### src/hdl/trat_pkg.sv
// ----------------------------------------------------------------------------
// Task runtime accounting table: shared definitions
// Operation codes, internal command codes, result status codes and the
// request token that travels along the row of slot cells.
// ----------------------------------------------------------------------------
package trat_pkg;

  localparam int SLOTS_DEF = 32;
  localparam int CPUS_DEF  = 1;

  localparam int IN_DATA_W  = 88;
  localparam int OUT_DATA_W = 224;

  typedef enum logic [2:0] {
    OP_START     = 3'd0,
    OP_STOP      = 3'd1,
    OP_SUSPEND   = 3'd2,
    OP_RESUME    = 3'd3,
    OP_MON_START = 3'd4,
    OP_MON_STOP  = 3'd5,
    OP_READ      = 3'd6
  } op_t;

  typedef enum logic [1:0] {
    STAT_DONE    = 2'd0,
    STAT_MISS    = 2'd1,
    STAT_IGNORED = 2'd2
  } status_t;

  typedef enum logic [3:0] {
    CMD_NONE     = 4'd0,
    CMD_START    = 4'd1,
    CMD_STOP     = 4'd2,
    CMD_SUSP_SYS = 4'd3,
    CMD_RES_SYS  = 4'd4,
    CMD_SUSP     = 4'd5,
    CMD_RES      = 4'd6,
    CMD_CLEAR    = 4'd7,
    CMD_READ     = 4'd8
  } cmd_t;

  // Request token. The cell that claims the request copies its slot contents
  // (after the update) into the capture fields and sets found.
  typedef struct packed {
    logic        active;
    cmd_t        cmd;
    logic        search;
    status_t     fixed_status;
    logic [15:0] id;
    logic [63:0] now;
    logic [4:0]  ridx;
    logic        found;
    logic [4:0]  slot;
    logic        in_use;
    logic [15:0] owner;
    logic [63:0] total;
    logic [63:0] stamp;
  } tok_t;

  typedef struct packed {
    logic [63:0] window_start;
    logic [5:0]  active_tasks;
    logic [63:0] run_start;
    logic [63:0] runtime;
    logic [15:0] slot_task;
    logic        slot_in_use;
    logic [4:0]  slot;
    status_t     status;
  } res_t;

endpackage

### src/hdl/trat_cell.sv
// ----------------------------------------------------------------------------
// Task runtime accounting table: slot cell
// Holds one slot of the table, acts on the request token as it passes and
// hands the registered token on to the next cell in the cycle after.
// ----------------------------------------------------------------------------
module trat_cell #(
  parameter int INDEX = 0,
  parameter int CPUS  = trat_pkg::CPUS_DEF
) (
  input  logic            clk,
  input  logic            rst,
  input  trat_pkg::tok_t  tok_in,
  output trat_pkg::tok_t  tok_out
);

  localparam logic [15:0] CELL_ID  = 16'(INDEX);
  localparam logic        IS_SYS   = (INDEX < CPUS);

  logic        valid;
  logic [15:0] owner;
  logic [63:0] total;
  logic [63:0] stamp;

  logic        valid_next;
  logic [15:0] owner_next;
  logic [63:0] total_next;
  logic [63:0] stamp_next;
  logic        hit;
  logic        owns;
  logic [63:0] elapsed;
  trat_pkg::tok_t tok_next;

  assign owns    = !tok_in.found && valid && (owner == tok_in.id);
  assign elapsed = tok_in.now - stamp;

  always_comb begin
    valid_next = valid;
    owner_next = owner;
    total_next = total;
    stamp_next = stamp;
    hit        = 1'b0;
    tok_next   = tok_in;
    if (tok_in.active) begin
      unique case (tok_in.cmd)
        trat_pkg::CMD_START: begin
          hit = !tok_in.found && !valid;
          if (hit) begin
            valid_next = 1'b1;
            owner_next = tok_in.id;
            total_next = '0;
            stamp_next = '0;
          end
        end
        trat_pkg::CMD_STOP: begin
          hit = owns;
          if (hit) begin
            valid_next = 1'b0;
            owner_next = '0;
            total_next = '0;
            stamp_next = '0;
          end
        end
        trat_pkg::CMD_SUSP_SYS: begin
          hit = (tok_in.id == CELL_ID);
          if (hit) begin
            total_next = total + elapsed;
          end
        end
        trat_pkg::CMD_RES_SYS: begin
          hit = (tok_in.id == CELL_ID);
          if (hit) begin
            stamp_next = tok_in.now;
          end
        end
        trat_pkg::CMD_SUSP: begin
          hit = owns;
          // A run that was never stamped adds nothing.
          if (hit && (stamp != '0)) begin
            total_next = total + elapsed;
          end
        end
        trat_pkg::CMD_RES: begin
          hit = owns;
          if (hit) begin
            stamp_next = tok_in.now;
          end
        end
        trat_pkg::CMD_CLEAR: begin
          if (!IS_SYS) begin
            total_next = '0;
            stamp_next = '0;
          end
        end
        trat_pkg::CMD_READ: begin
          hit = (16'(tok_in.ridx) == CELL_ID);
        end
        trat_pkg::CMD_NONE: begin
          hit = 1'b0;
        end
        default: begin
          hit = 1'b0;
        end
      endcase
    end
    if (hit) begin
      tok_next.found  = 1'b1;
      tok_next.slot   = CELL_ID[4:0];
      tok_next.in_use = valid_next;
      tok_next.owner  = owner_next;
      tok_next.total  = total_next;
      tok_next.stamp  = stamp_next;
    end
  end

  always_ff @(posedge clk) begin
    if (rst) begin
      valid   <= IS_SYS;
      owner   <= IS_SYS ? CELL_ID : 16'd0;
      total   <= '0;
      stamp   <= '0;
      tok_out <= '0;
    end else begin
      valid   <= valid_next;
      owner   <= owner_next;
      total   <= total_next;
      stamp   <= stamp_next;
      tok_out <= tok_next;
    end
  end

endmodule
### config.mk
export PLATFORM = sky130hd
export DESIGN_NAME = trat_cell
export DESIGN_NICKNAME = d
export VERILOG_FILES = /design/src/hdl/trat_pkg.sv /design/src/hdl/trat_cell.sv
export SDC_FILE = /design/constraint.sdc
export NUM_CORES = 1
export LEC_CHECK = 0
export ABC_AREA = 1
export BUFFER_PORTS_ARGS = -buffer_cell sky130_fd_sc_hd__buf_2
export CELL_PAD_IN_SITES_DETAIL_PLACEMENT = 0
export CELL_PAD_IN_SITES_GLOBAL_PLACEMENT = 1
export CORE_MARGIN = 8
export CORE_UTILIZATION = 42
export CTS_CLUSTER_DIAMETER = 200
export CTS_CLUSTER_SIZE = 8
export DETAILED_ROUTE_END_ITERATION = 8
export GPL_ROUTABILITY_DRIVEN = 0
export HOLD_SLACK_MARGIN = 0.08
export PLACE_DENSITY = 0.85
export REMOVE_ABC_BUFFERS = 1
export SLEW_MARGIN = 40
export SYNTH_ARGS = -nofsm -noshare
export SYNTH_HDL_FRONTEND = slang
export SYNTH_SLANG_ARGS = --single-unit
### constraint.sdc
create_clock -name clk -period 3.9 [get_ports clk]
set_input_delay 0.585 -clock clk [delete_from_list [all_inputs] [get_ports clk]]
set_output_delay 0.585 -clock clk [all_outputs]
set_load 0.1 [all_outputs]
==> flow_summary.yaml <==
clocking:
  ctsResizeCount: 0
  cts_sinks: 389
  clockBufferDepth: 3
  h-tree-depth: 2
  cts_tree: "yes"
  clk_pin_slew_worst_paths_ps: 60
  cts_setup_buffers: 0
  numCtsBuffers: 54
  clkLatencyLatePin_ps: 600
  cts_hold_buf: 0
  cts-root-buf: "clkbuf_16"
route:
  drc_errors: 0
  met3_length_um: 5820
  wl_met2_um: 38700
  wl_per_cell_um: 17.7
  routed.top_layer: "met5"
  avgViaCountPerCell: 4.84
  wl_um: 83500
  antenna_left: 0
  drt_iter0_drc: 1362
  vias: 22870
  drtPass1Iterations: 8
  wl_met1_um: 37100
floorplanning:
  die_h_um: 250
  pin_count: 490
  initial_core_util_pct: 42.6
  core_region_area_um2: 54000
  num_rows: 85
  die_width_um: 250
  die_area_um2: 62500
sta:
  drv_slew: 0
  worst_slew_pin_slew_ps: 778
  timing.fmax_ghz: 0.297
  finalHoldViolCount: 0
  layout_setup_ws_ps: 535
  finalCritPeriodShare_pct: 86.3
  min_period_ps: 3360
  max_slew_margin_pct: 48.1
  fin_skew_ps: 24.3
  setup_viol: 0
  rsz0062_at_grt: "no"
yosys:
  synth-simple-area-share_pct: 30.4
  seq_area_frac_synth_pct: 33.9
  synth_edf_count: 0
  syn_avg_cell_area_um2: 6.46
  synth_top_family_by_area: "simple AND/OR/NAND/NOR gates"
  netlist_instances: 3560
  synth_top_flop_cell: "dfxtp_1"
  synth_seq_cells: 389
  synthXorXnorAreaFrac_pct: 0.609
  synthMuxAreaShare_pct: 0
  yosysWarnings: 0
  synth_cell_type_count: 40
  netlist_area_um2: 23000
  async_flop_share_pct: 0
  synth_fa_ha_area_share_pct: 8.96
  synth_compound_area_share_pct: 11.5
power_and_ir_drop:
  p_sw_share_pct: 34.7
  internal_power_uw: 7160
  p_sw_uw: 3810
  powerDensity_nw_per_um2: 398
  vdd_drop_max_uv: 401
  power_leakage_uw: 0.0156
  combinationalPowerShare_pct: 24.1
  clkPwrFrac_pct: 38.0
  p_total_uw: 11000
  seq_power_share_pct: 37.9
cells_and_area:
  final_common_cell: "nand2_1"
  mostFrequentLayoutCells: "nand2_1 (1,057), inv_1 (739), buf_2 (488)"
  fin_cells: 4725
  nets: 4397
  num-fill-cells: 5771
  area_growth_pct: 19.8
  drive_gt1_share_pct: 18.0
  post-route-util_pct: 51.0
global_route:
  grt_start_max_net_pins: 116
  grt_pass1_wl_um: 130000
  grt.total_usage_pct: 26.0
  grt_pass1_vias: 22899
  overflow: 0
  antenna_found_initial: 10
placed_design:
  io_buffers: 489
  hpwl_um: 65600
  dp_slack_ps: 290
  place_inst: 4664
hold_path:
  hold-path-endpoint: "tok_out[238]"
  hold_depth: 3
  worstHoldStart: "tok_in[238]"
  min_path_type: "input port to flip-flop"
setup_path:
  reg2reg_slack_ps: 540
  crit_required_ps: 4410
  r2r_start: "total[0]"
  critPathKind: "flip-flop to flip-flop"
  worstRegToRegCells: 20
  crit_fanout: 5
  r2r-end: "tok_out[96]"
  critical_path_arrival_ps: 3880
  critical_path.startpoint_type: "flip-flop"
  end_kind: "flip-flop"
outcome:
  status: "finished clean"
flow_run:
  drv_cap: 0
-- registers in the layout (all words and copies together), names as in the netlist --
register,cells
owner,16
stamp,64
tok_out,244
total,64
valid,1
-- worst max-delay path, stage by stage, from the launching register on --
cell and delay, ps:
dfxtp_1 330, inv_1 40, ha_1 270, inv_1 60, ha_1 230, inv_1 110, fa_1 470, inv_1 140
nand3_1 90, nand2_1 200, nand2_1 80, nand2_1 150, nand2_1 70, nand2_1 160, nand2_1 70, nand2_1 190
or2_2 160, nand3_1 130, nand2_1 110, nand2_1 70, a21oi_1 130
-- through the flow --
step / TNS, ps / area, µm² / hold WS (ps)
detailed placement: 0 / 26100 / 469
floorplan: -440480 / 22500 / 453
global route: 0 / 27600 / 188
global placement: 0 / 26100 / 467
finish: 0 / 27600 / 199
CTS: 0 / 27600 / 173
-- per-layer routing --
layer,GRT usage (%),vias up
met5,0,-
met4,6.34,16
met3,5.56,114
met2,44.1,671
met1,33.4,10403
li1,-,11666
-- power by group through the flow --
| stage | combinational, µW | clock [µW] | sequential, µW |
|---|---|---|---|
| finish | 2650 | 4170 | 4150 |
| global route | 2850 | 4430 | 4160 |
| CTS | 2650 | 4260 | 4150 |
| detailed placement | 2640 | 0 | 4230 |
| global placement | 2630 | 0 | 4230 |
| floorplan | 916 | 0 | 5230 |
-- how the worst max path moves through the flow --
stage | startpoint | to | slack, ps | cells past startpoint
3_3_place_gp | tok_in[164] | tok_out[82] | 300 | 18
3_5_place_dp | tok_in[164] | tok_out[90] | 290 | 18
5_1_grt | total[9] | tok_out[114] | 350 | 19
2_1_floorplan | tok_in[227] | tok_out[130] | -3680 | 14
6_report | total[0] | tok_out[96] | 540 | 20
4_1_cts | total[0] | tok_out[124] | 590 | 19
-- final cells by class --
cell class                 instances  area [µm²]  share of cell area [%]
timing repair buffer             516        2780                    10.1
tap                              696         871                    3.16
clock buffer                      55        1380                    4.99
multi-input combinational       2310       11900                    43.1
antenna                            3        7.51                  0.0272
sequential                       389        7790                    28.3
inverter                         753        2830                    10.3
clock inverter                     3        33.8                   0.123
-- cells by family (layout without fill, tap and decap cells) --
| family | count (synthesis) | count (layout) |
|---|---|---|
| and+or+nand+nor | 1693 | 1693 |
| buffers and inverters | 861 | 1327 |
| AOI/OAI and AO/OA | 474 | 474 |
| DFF | 389 | 389 |
| adders and majority gates | 127 | 127 |
| xor gates and xnor gates | 16 | 16 |
| other | 0 | 3 |
-- cells in the mapped netlist (3+ instances only) --
cell type / number / area share (%)
a21oi_1: 207 / 4.5
fa_1: 63 / 5.5
nor2_4: 3 / 0.15
nand2_2: 63 / 1.7
xnor2_1: 3 / 0.11
nand2_1: 1058 / 17
buf_2: 31 / 0.67
inv_1: 740 / 12
inv_2: 12 / 0.20
nor3_1: 12 / 0.26
dfxtp_1: 389 / 34
nor4_1: 5 / 0.14
nand4_1: 34 / 0.92
buf_6: 13 / 0.64
nand3_1: 123 / 2.7
or2_2: 35 / 0.95
nand3b_1: 12 / 0.39
nor2_1: 340 / 5.5
clkbuf_1: 60 / 0.98
o21ai_0: 143 / 3.1
o22ai_1: 14 / 0.38
xor2_1: 13 / 0.49
ha_1: 64 / 3.5
o21ai_1: 22 / 0.48
a21oi_2: 29 / 1.1
a22oi_1: 53 / 1.7
Note: power is estimated with default switching activity, not from simulation.
